### src/rtl/pgdc_pkg.sv
// Package: shared constants, codes, types and the genotype decode function.
`default_nettype none
package pgdc_pkg;

  localparam int unsigned MAX_INDIVIDUALS = 65536;

  localparam int unsigned ALLELE_W = 18;
  localparam int unsigned MISS_W   = 17;

  localparam logic [ALLELE_W-1:0] ALLELE_FIELD_MAX = '1;
  localparam logic [MISS_W-1:0]   MISS_FIELD_MAX   = '1;

  localparam longint unsigned ALLELE_CAP_FULL = 2 * longint'(MAX_INDIVIDUALS);
  localparam longint unsigned MISS_CAP_FULL   = longint'(MAX_INDIVIDUALS);

  localparam logic [ALLELE_W-1:0] ALLELE_CAP =
    (ALLELE_CAP_FULL < longint'(ALLELE_FIELD_MAX)) ? ALLELE_W'(ALLELE_CAP_FULL)
                                                   : ALLELE_FIELD_MAX;
  localparam logic [MISS_W-1:0] MISS_CAP =
    (MISS_CAP_FULL < longint'(MISS_FIELD_MAX)) ? MISS_W'(MISS_CAP_FULL)
                                               : MISS_FIELD_MAX;

  // Genotype codes as stored in the packed byte.
  localparam logic [1:0] CODE_HOM_REF = 2'b00;
  localparam logic [1:0] CODE_MISSING = 2'b01;
  localparam logic [1:0] CODE_HET     = 2'b10;
  localparam logic [1:0] CODE_HOM_ALT = 2'b11;

  // Result kinds.
  localparam logic KIND_GENO   = 1'b0;
  localparam logic KIND_TOTALS = 1'b1;

  typedef struct packed {
    logic       kind;
    logic [1:0] dosage;
    logic       is_missing;
    logic       last;
  } pgdc_step_t;

  function automatic logic [1:0] dose_of_code(input logic [1:0] code);
    logic [1:0] d;
    case (code)
      CODE_HOM_REF: d = 2'd0;
      CODE_MISSING: d = 2'd0;
      CODE_HET:     d = 2'd1;
      CODE_HOM_ALT: d = 2'd2;
      default:      d = 2'd0;
    endcase
    return d;
  endfunction

endpackage
`default_nettype wire

### src/rtl/pgdc_if.sv
// Interfaces: input byte channel and result channel.
`default_nettype none
interface pgdc_in_if;
  logic       valid;
  logic       ready;
  logic [7:0] packed_byte;
  logic [3:0] keep_mask;
  logic       variant_end;

  modport source(output valid, packed_byte, keep_mask, variant_end, input ready);
  modport sink(input valid, packed_byte, keep_mask, variant_end, output ready);
endinterface

interface pgdc_out_if;
  logic        valid;
  logic        ready;
  logic        kind;
  logic [1:0]  dosage;
  logic        is_missing;
  logic [17:0] allele_total;
  logic [16:0] missing_total;
  logic        last;

  modport source(output valid, kind, dosage, is_missing, allele_total, missing_total,
                 last, input ready);
  modport sink(input valid, kind, dosage, is_missing, allele_total, missing_total,
               last, output ready);
endinterface
`default_nettype wire

### src/rtl/pgdc_sched.sv
// Byte holding register that hands out one result step per cycle while advance is high.
`default_nettype none
module pgdc_sched
  import pgdc_pkg::*;
(
  input  wire logic       clk,
  input  wire logic       rst,
  input  wire logic       load,
  input  wire logic [7:0] packed_byte,
  input  wire logic [3:0] keep_mask,
  input  wire logic       variant_end,
  input  wire logic       advance,
  output logic            busy,
  output logic            done,
  output pgdc_step_t      step
);

  logic [7:0] hold_byte;
  logic [3:0] pend;
  logic       hold_end;
  logic [1:0] pick;
  logic [3:0] pend_next;
  logic [1:0] code;

  // Lowest pending individual goes first.
  always_comb begin
    if (pend[0]) begin
      pick = 2'd0;
    end else if (pend[1]) begin
      pick = 2'd1;
    end else if (pend[2]) begin
      pick = 2'd2;
    end else begin
      pick = 2'd3;
    end
  end

  always_comb begin
    pend_next = pend & ~(4'b0001 << pick);
    code      = hold_byte[{pick, 1'b0} +: 2];
    if (pend != 4'd0) begin
      step.kind       = KIND_GENO;
      step.dosage     = dose_of_code(code);
      step.is_missing = (code == CODE_MISSING);
      step.last       = (pend_next == 4'd0) && !hold_end;
    end else begin
      step.kind       = KIND_TOTALS;
      step.dosage     = 2'd0;
      step.is_missing = 1'b0;
      step.last       = 1'b1;
    end
  end

  assign done = busy && advance && step.last;

  always_ff @(posedge clk) begin
    if (rst) begin
      busy <= 1'b0;
      pend <= 4'd0;
    end else if (load) begin
      // A beat with nothing kept and no variant end yields no result.
      busy <= (keep_mask != 4'd0) || variant_end;
      pend <= keep_mask;
    end else if (busy && advance) begin
      pend <= pend_next;
      if (step.last) begin
        busy <= 1'b0;
      end
    end
  end

  always_ff @(posedge clk) begin
    if (load) begin
      hold_byte <= packed_byte;
      hold_end  <= variant_end;
    end
  end

endmodule
`default_nettype wire

### src/rtl/pgdc_accum.sv
// Saturating allele and missing accumulators for the current variant.
`default_nettype none
module pgdc_accum
  import pgdc_pkg::*;
(
  input  wire logic              clk,
  input  wire logic              rst,
  input  wire logic              advance,
  input  wire pgdc_step_t        step,
  output logic [ALLELE_W-1:0]    allele_acc,
  output logic [MISS_W-1:0]      miss_acc
);

  logic [ALLELE_W:0]   allele_sum;
  logic [ALLELE_W-1:0] allele_acc_next;
  logic [MISS_W-1:0]   miss_acc_next;

  always_comb begin
    allele_sum      = {1'b0, allele_acc} + {(ALLELE_W - 1)'(0), step.dosage};
    allele_acc_next = allele_acc;
    miss_acc_next   = miss_acc;
    if (step.kind == KIND_TOTALS) begin
      allele_acc_next = '0;
      miss_acc_next   = '0;
    end else if (step.is_missing) begin
      if (miss_acc < MISS_CAP) begin
        miss_acc_next = miss_acc + MISS_W'(1);
      end
    end else if (allele_sum > {1'b0, ALLELE_CAP}) begin
      allele_acc_next = ALLELE_CAP;
    end else begin
      allele_acc_next = allele_sum[ALLELE_W-1:0];
    end
  end

  always_ff @(posedge clk) begin
    if (rst) begin
      allele_acc <= '0;
      miss_acc   <= '0;
    end else if (advance) begin
      allele_acc <= allele_acc_next;
      miss_acc   <= miss_acc_next;
    end
  end

endmodule
`default_nettype wire

### src/rtl/packed_genotype_decode_count_top.sv
// Path: each byte is held in the scheduler's holding register, and each result in the output register.
// Throughput: one result per cycle while the output is not stalled; a byte yields one result per kept
// individual plus one for the totals on a variant end, all through the single
// result port. The next byte is taken in the cycle its predecessor's last result moves.
// Reset: synchronous, active high; clears the output valid, the scheduler and both accumulators.
`default_nettype none
module packed_genotype_decode_count_top
  import pgdc_pkg::*;
(
  input  wire logic     clk,
  input  wire logic     rst,
  pgdc_in_if.sink       in_ch,
  pgdc_out_if.source    out_ch
);

  logic                busy;
  logic                done;
  logic                load;
  logic                out_load;
  logic                advance;
  pgdc_step_t          step;
  logic [ALLELE_W-1:0] allele_acc;
  logic [MISS_W-1:0]   miss_acc;

  assign out_load    = !out_ch.valid || out_ch.ready;
  assign advance     = busy && out_load;
  assign in_ch.ready = !busy || done;
  assign load        = in_ch.valid && in_ch.ready;

  pgdc_sched u_sched (
    .clk         (clk),
    .rst         (rst),
    .load        (load),
    .packed_byte (in_ch.packed_byte),
    .keep_mask   (in_ch.keep_mask),
    .variant_end (in_ch.variant_end),
    .advance     (advance),
    .busy        (busy),
    .done        (done),
    .step        (step)
  );

  pgdc_accum u_accum (
    .clk        (clk),
    .rst        (rst),
    .advance    (advance),
    .step       (step),
    .allele_acc (allele_acc),
    .miss_acc   (miss_acc)
  );

  always_ff @(posedge clk) begin
    if (rst) begin
      out_ch.valid <= 1'b0;
    end else if (out_load) begin
      out_ch.valid <= busy;
    end
  end

  // Totals carry the accumulators before this step clears them.
  always_ff @(posedge clk) begin
    if (advance) begin
      out_ch.kind       <= step.kind;
      out_ch.dosage     <= step.dosage;
      out_ch.is_missing <= step.is_missing;
      out_ch.last       <= step.last;
      if (step.kind == KIND_TOTALS) begin
        out_ch.allele_total  <= allele_acc;
        out_ch.missing_total <= miss_acc;
      end else begin
        out_ch.allele_total  <= '0;
        out_ch.missing_total <= '0;
      end
    end
  end

`ifndef SYNTHESIS
  a_geno_no_totals: assert property (@(posedge clk) disable iff (rst)
    out_ch.valid && (out_ch.kind == KIND_GENO) |->
      (out_ch.allele_total == '0) && (out_ch.missing_total == '0))
    else $error("decoded result carries nonzero totals");

  a_totals_last: assert property (@(posedge clk) disable iff (rst)
    out_ch.valid && (out_ch.kind == KIND_TOTALS) |->
      out_ch.last && (out_ch.dosage == 2'd0) && !out_ch.is_missing)
    else $error("totals result malformed");

  a_missing_dose: assert property (@(posedge clk) disable iff (rst)
    out_ch.valid && out_ch.is_missing |-> (out_ch.dosage == 2'd0))
    else $error("missing genotype with nonzero dosage");

  a_acc_capped: assert property (@(posedge clk) disable iff (rst)
    (allele_acc <= ALLELE_CAP) && (miss_acc <= MISS_CAP))
    else $error("accumulator beyond its cap");

  a_ready_busy: assert property (@(posedge clk) disable iff (rst)
    !in_ch.ready |-> busy && !done)
    else $error("input stalled while no byte is pending");
`endif

endmodule
`default_nettype wire

### src/flat_wrapper.sv
// flat-port wrapper written by rule: the top's interface ports become plain ports
module packed_genotype_decode_count_top_flat import pgdc_pkg::*;
  (clk, rst, in_ch_valid, in_ch_packed_byte, in_ch_keep_mask, in_ch_variant_end, in_ch_ready, out_ch_valid, out_ch_kind, out_ch_dosage, out_ch_is_missing, out_ch_allele_total, out_ch_missing_total, out_ch_last, out_ch_ready);
  pgdc_in_if in_ch_i ();
  pgdc_out_if out_ch_i ();
  input  wire logic clk;
  input  wire logic rst;
  input wire logic [$bits(in_ch_i.valid)-1:0] in_ch_valid;
  input wire logic [$bits(in_ch_i.packed_byte)-1:0] in_ch_packed_byte;
  input wire logic [$bits(in_ch_i.keep_mask)-1:0] in_ch_keep_mask;
  input wire logic [$bits(in_ch_i.variant_end)-1:0] in_ch_variant_end;
  output wire logic [$bits(in_ch_i.ready)-1:0] in_ch_ready;
  output wire logic [$bits(out_ch_i.valid)-1:0] out_ch_valid;
  output wire logic [$bits(out_ch_i.kind)-1:0] out_ch_kind;
  output wire logic [$bits(out_ch_i.dosage)-1:0] out_ch_dosage;
  output wire logic [$bits(out_ch_i.is_missing)-1:0] out_ch_is_missing;
  output wire logic [$bits(out_ch_i.allele_total)-1:0] out_ch_allele_total;
  output wire logic [$bits(out_ch_i.missing_total)-1:0] out_ch_missing_total;
  output wire logic [$bits(out_ch_i.last)-1:0] out_ch_last;
  input wire logic [$bits(out_ch_i.ready)-1:0] out_ch_ready;
  assign in_ch_i.valid = in_ch_valid;
  assign in_ch_i.packed_byte = in_ch_packed_byte;
  assign in_ch_i.keep_mask = in_ch_keep_mask;
  assign in_ch_i.variant_end = in_ch_variant_end;
  assign in_ch_ready = in_ch_i.ready;
  assign out_ch_valid = out_ch_i.valid;
  assign out_ch_kind = out_ch_i.kind;
  assign out_ch_dosage = out_ch_i.dosage;
  assign out_ch_is_missing = out_ch_i.is_missing;
  assign out_ch_allele_total = out_ch_i.allele_total;
  assign out_ch_missing_total = out_ch_i.missing_total;
  assign out_ch_last = out_ch_i.last;
  assign out_ch_i.ready = out_ch_ready;
  packed_genotype_decode_count_top u_core (.clk(clk), .rst(rst), .in_ch(in_ch_i), .out_ch(out_ch_i));
endmodule
### config.mk
export PLATFORM = sky130hd
export DESIGN_NAME = packed_genotype_decode_count_top_flat
export DESIGN_NICKNAME = d
export VERILOG_FILES = /design/src/rtl/pgdc_pkg.sv /design/src/rtl/pgdc_if.sv /design/src/rtl/pgdc_sched.sv /design/src/rtl/pgdc_accum.sv /design/src/rtl/packed_genotype_decode_count_top.sv /design/src/flat_wrapper.sv
export SDC_FILE = /design/constraint.sdc
export NUM_CORES = 1
export LEC_CHECK = 0
export ABC_AREA = 1
export BUFFER_PORTS_ARGS = -buffer_cell sky130_fd_sc_hd__buf_2
export CORE_MARGIN = 1
export CORE_UTILIZATION = 58
export CTS_CLUSTER_SIZE = 20
export DETAILED_ROUTE_END_ITERATION = 7
export MAX_ROUTING_LAYER = met4
export PLACE_DENSITY = 0.8
export SETUP_SLACK_MARGIN = 0.2
export SYNTH_ARGS = -nofsm -noshare
export SYNTH_HDL_FRONTEND = slang
export SYNTH_SLANG_ARGS = --single-unit
### constraint.sdc
create_clock -name clk -period 3.5 [get_ports clk]
set_input_delay 0.35 -clock clk [delete_from_list [all_inputs] [get_ports clk]]
set_output_delay 0.35 -clock clk [all_outputs]
set_load 0.02 [all_outputs]
==> results_tabular.tex <==
\begin{tabular}{lr}
\hline
Metric & Value \\
\hline
\multicolumn{2}{l}{\textbf{Global route}} \\
\quad Via count of the first global-routing pass & 3517 \\
\quad All-Layer GR Usage & 26.6\% \\
\quad First-pass GRT wire length & 15700 um \\
\quad Largest net degree at the start of global routing & 45 \\
\quad Total global routing overflow & 0 \\
\quad Number of antenna violations at the first check in global routing & 0 \\
\multicolumn{2}{l}{\textbf{Worst setup path}} \\
\quad Crit path capture & u\_core.u\_accum.allele\_acc[15] \\
\quad Cell with the largest stage delay on the worst path & sky130\_fd\_sc\_hd\_\_dfxtp\_1 \\
\quad Terminus of the critical flop-to-flop path & u\_core.u\_accum.allele\_acc[15] \\
\quad Path depth of the worst reg2reg path & 17 \\
\quad CP bufs+invs & 1 \\
\quad Count of cell instances traversed by the critical path & 17 \\
\quad Crit path cell chain & inv\_1 > nand2\_2 > or2\_0 > nand3\_2 > nor3\_2 > ha\_1 > nand3\_1 > nand2\_2 > xor2\_1 > nand2\_1 > nor2\_1 > nand2\_1 > nor2\_1 > nand2\_2 > nand2\_4 > nand2\_1 > a21oi\_2 \\
\quad Arrival time at the worst endpoint & 3.37 ns \\
\quad CP Class & reg2reg \\
\quad Biggest fanout along the worst timing path & 10 \\
\quad Worst path max stage delay & 0.43 ns \\
\quad Kind of start point of the critical path & register \\
\quad Nature of the critical path endpoint & register \\
\quad Setup slack of the most critical reg-to-reg path & 0.42 ns \\
\quad RR Startpoint & u\_core.u\_sched.pend[2] \\
\quad Timing startpoint of the critical path & u\_core.u\_sched.pend[2] \\
\quad Kind of cell adding the most delay to the critical path & simple AND/OR/NAND/NOR gates \\
\quad Critical path data required time & 3.78 ns \\
\multicolumn{2}{l}{\textbf{Clock network}} \\
\quad CTS H-tree depth & 3 \\
\quad Clock sink total & 90 \\
\quad Clock latency of the later-clocked register in the worst-skew pair & 0.36 ns \\
\quad Number of CTS-inserted buffers & 9 \\
\quad Library cell used as clock root buffer & sky130\_fd\_sc\_hd\_\_clkbuf\_8 \\
\quad Number of buffers on the longest clock path & 2 \\
\quad CTS Hold Bufs & 0 \\
\quad Clock-pin transition on the worst setup and hold timing paths & 0.09 ns \\
\quad CTS tree & built \\
\multicolumn{2}{l}{\textbf{Synth}} \\
\quad Synth top cells by count & 110 x sky130\_fd\_sc\_hd\_\_nand2\_1, 90 x sky130\_fd\_sc\_hd\_\_nor2\_1, 52 x sky130\_fd\_sc\_hd\_\_inv\_1 \\
\quad Cell type contributing the most total cell area after synthesis & sky130\_fd\_sc\_hd\_\_edfxtp\_1 \\
\quad Most common cell in the netlist & sky130\_fd\_sc\_hd\_\_nand2\_1 \\
\quad Number of warnings issued by yosys & 0 \\
\quad Sequential-to-total area share from yosys stat & 51.8\% \\
\quad Flip-flop cell with the highest count after synthesis & sky130\_fd\_sc\_hd\_\_edfxtp\_1 \\
\quad EDFF count, synth & 49 \\
\quad Top cells by area, synth & sky130\_fd\_sc\_hd\_\_edfxtp\_1 33\%, sky130\_fd\_sc\_hd\_\_dfxtp\_1 19\%, sky130\_fd\_sc\_hd\_\_nand2\_1 9.3\% \\
\quad Cell variety after synth & 36 \\
\quad Seq cells post-synth & 90 \\
\quad Fraction of registers with async set/reset & 0\% \\
\quad Post-synthesis average cell area & 8.34 um\^{}2 \\
\quad Synthesized Nets & 552 \\
\quad Synthesized instance count & 531 \\
\quad Cell Area, Synth & 4430 um\^{}2 \\
\quad Area share of the largest cell type after synthesis & 33.2\% \\
\multicolumn{2}{l}{\textbf{Hold path}} \\
\quad Min-delay src & in\_ch\_packed\_byte[0] \\
\quad Worst hold-check path type & in2reg \\
\quad Count of cells along the worst hold path & 1 \\
\multicolumn{2}{l}{\textbf{Pwr}} \\
\quad Part of the total power dissipated in combinational logic & 13.7\% \\
\quad VDD IR max & 0.239 mV \\
\quad Power per cell area & 450 nW/um\^{}2 \\
\quad Net switching share of the total power & 27.8\% \\
\quad Leakage power of the design & 1.84 nW \\
\quad Clock Power Share & 34.8\% \\
\quad Net Switching & 635 uW \\
\quad Internal Dissipation & 1.65 mW \\
\quad Sequential cell fraction of total power & 51.6\% \\
\multicolumn{2}{l}{\textbf{Routing}} \\
\quad Drt initial violations & 243 \\
\quad Total number of vias & 3799 \\
\quad Remaining routing DRC violations & 0 \\
\quad TritonRoute pass-1 iters & 5 \\
\quad Via-to-Cell Ratio & 5.46 \\
\quad Total wire length after detailed routing & 9950 um \\
\quad Routed wirelength normalized by instance count & 14.3 um \\
\quad Post-DRT Antenna Nets & 0 \\
\multicolumn{2}{l}{\textbf{Placed design}} \\
\quad PortBufs & 58 \\
\quad GPL Wtd Cong & 0.947 \\
\quad Post-detail-place hpwl & 6600 um \\
\multicolumn{2}{l}{\textbf{Die}} \\
\quad Die outline width & 89.4 um \\
\quad Number of ports placed on the die boundary & 59 \\
\quad Core Area & 7330 um\^{}2 \\
\quad Row Count & 31 \\
\quad Vertical extent of the die & 89.4 um \\
\quad Initial core utilization & 60.4\% \\
\quad Die area & 7990 um\^{}2 \\
\multicolumn{2}{l}{\textbf{Run status}} \\
\quad Status & completed \\
\multicolumn{2}{l}{\textbf{STA}} \\
\quad Setup repair after global routing missed its margin & false \\
\quad Total of endpoints with negative setup slack in the final report & 0 \\
\quad Period utilization & 88.1\% \\
\quad Period minus WS final & 3.08 ns \\
\quad Measured slew at the worst slew-check pin & 0.801 ns \\
\quad Count of endpoints failing hold in the final timing report & 0 \\
\quad TNS Setup & 0 ns \\
\quad Worst hold slack & 0.158 ns \\
\quad Fmax & 324 MHz \\
\quad Post-route clock skew & 0.00964 ns \\
\quad Count of pins over their slew limit & 0 \\
\quad Max\_slew headroom & 46.6\% \\
\multicolumn{2}{l}{\textbf{Layout}} \\
\quad Ratio of cells with drive above 1 in the final layout & 21.3\% \\
\quad Area overhead of the layout relative to synthesis & 14.5\% \\
\quad Final net count & 613 \\
\quad Number of inserted diodes & 0 \\
\quad Filler Cell Count & 601 \\
\multicolumn{2}{l}{\textbf{Flow run}} \\
\quad Reported max-cap violation count & 0 \\
\hline
\end{tabular}
## final cells by class
type / instances / area (um^2) / area share, %
well taps: 99 / 124 / 2.44
inverters: 56 / 213 / 4.19
repair buffers: 63 / 328 / 6.46
multi-input cells: 372 / 1890 / 37.3
flip-flops and latches: 90 / 2290 / 45.2
clock buffers: 9 / 124 / 2.44
clock inverters: 7 / 98.8 / 1.95
## cells in the final DEF (no fill, tap or decap), drive strengths merged
cell and count:
or4 1, nand3 41, buf 63, nor2 93, nor4 3, inv 58
a21oi 49, clkinvlp 1, nand2 129, bufinv 2, clkinv 2, nand4 8
fa 1, nor3 9, xor2 15, edfxtp 49, o21ai 15, dfxtp 41
or2 2, ha 3, clkbuf 9, nand3b 3
## metal layers
layer	global-route usage (%)	routed length [um]	up-vias
met3	3.05	447	28
met5	-	0	-
met4	13.0	238	0
met2	45.2	5090	128
met1	31.4	4180	1784
li1	-	-	1859
## how the worst min path moves through the flow
stage	end	slack, ns
after global placement	u_core.u_accum.miss_acc[15]	0.47
after floorplan	u_core.u_sched.hold_byte[0]	0.45
after CTS	u_core.u_sched.hold_byte[2]	0.15
final	u_core.u_sched.hold_byte[0]	0.16
after global routing	u_core.u_sched.hold_byte[5]	0.15
after detailed placement	u_core.u_sched.pend[3]	0.47
## logic make-up after synthesis
family	synth area share, %
AOI/OAI and AO/OA	8.08
adders and majority gates	1.30
and+or+nand+nor	29.1
xor gates and xnor gates	2.97
DFF	51.8
buffers and inverters	6.84
## metrics by stage
step                std cells  worst slack, ns  instance area [um^2]  utilization (%)  total power [mW]
global route              696            0.149                  5070             69.2              2.36
floorplan                 531            0.529                  4430                -              1.41
global placement          677            0.561                  4780             65.3              1.49
finish                    696            0.417                  5070             69.2              2.29
CTS                       693            0.258                  5010             68.3              2.28
detailed placement        677            0.329                  4780             65.3              1.49
## registers in the layout (all words and copies together), names as in the netlist
register,cells
u_core.u_sched.hold_end,1
u_core.u_accum.allele_acc,18
u_core.out_ch.dosage,2
u_core.out_ch.valid,1
u_core.u_sched.busy,1
u_core.u_sched.pend,4
u_core.out_ch.missing_total,17
u_core.out_ch.last,1
u_core.out_ch.kind,1
u_core.u_accum.miss_acc,17
u_core.out_ch.is_missing,1
u_core.out_ch.allele_total,18
u_core.u_sched.hold_byte,8
## power groups by stage
stage | clock network [mW] | registers [mW] | logic (mW)
finish | 0.795 | 1.18 | 0.312
global route | 0.841 | 1.18 | 0.338
CTS | 0.805 | 1.18 | 0.292
detailed placement | 0 | 1.20 | 0.290
global placement | 0 | 1.20 | 0.285
floorplan | 0 | 1.24 | 0.169
## timing repair
action,CTS,global route
setup buffers,0,1
setup endpoints to repair,0,17
resized for setup,0,13
Power figures use the tool's default switching activity.
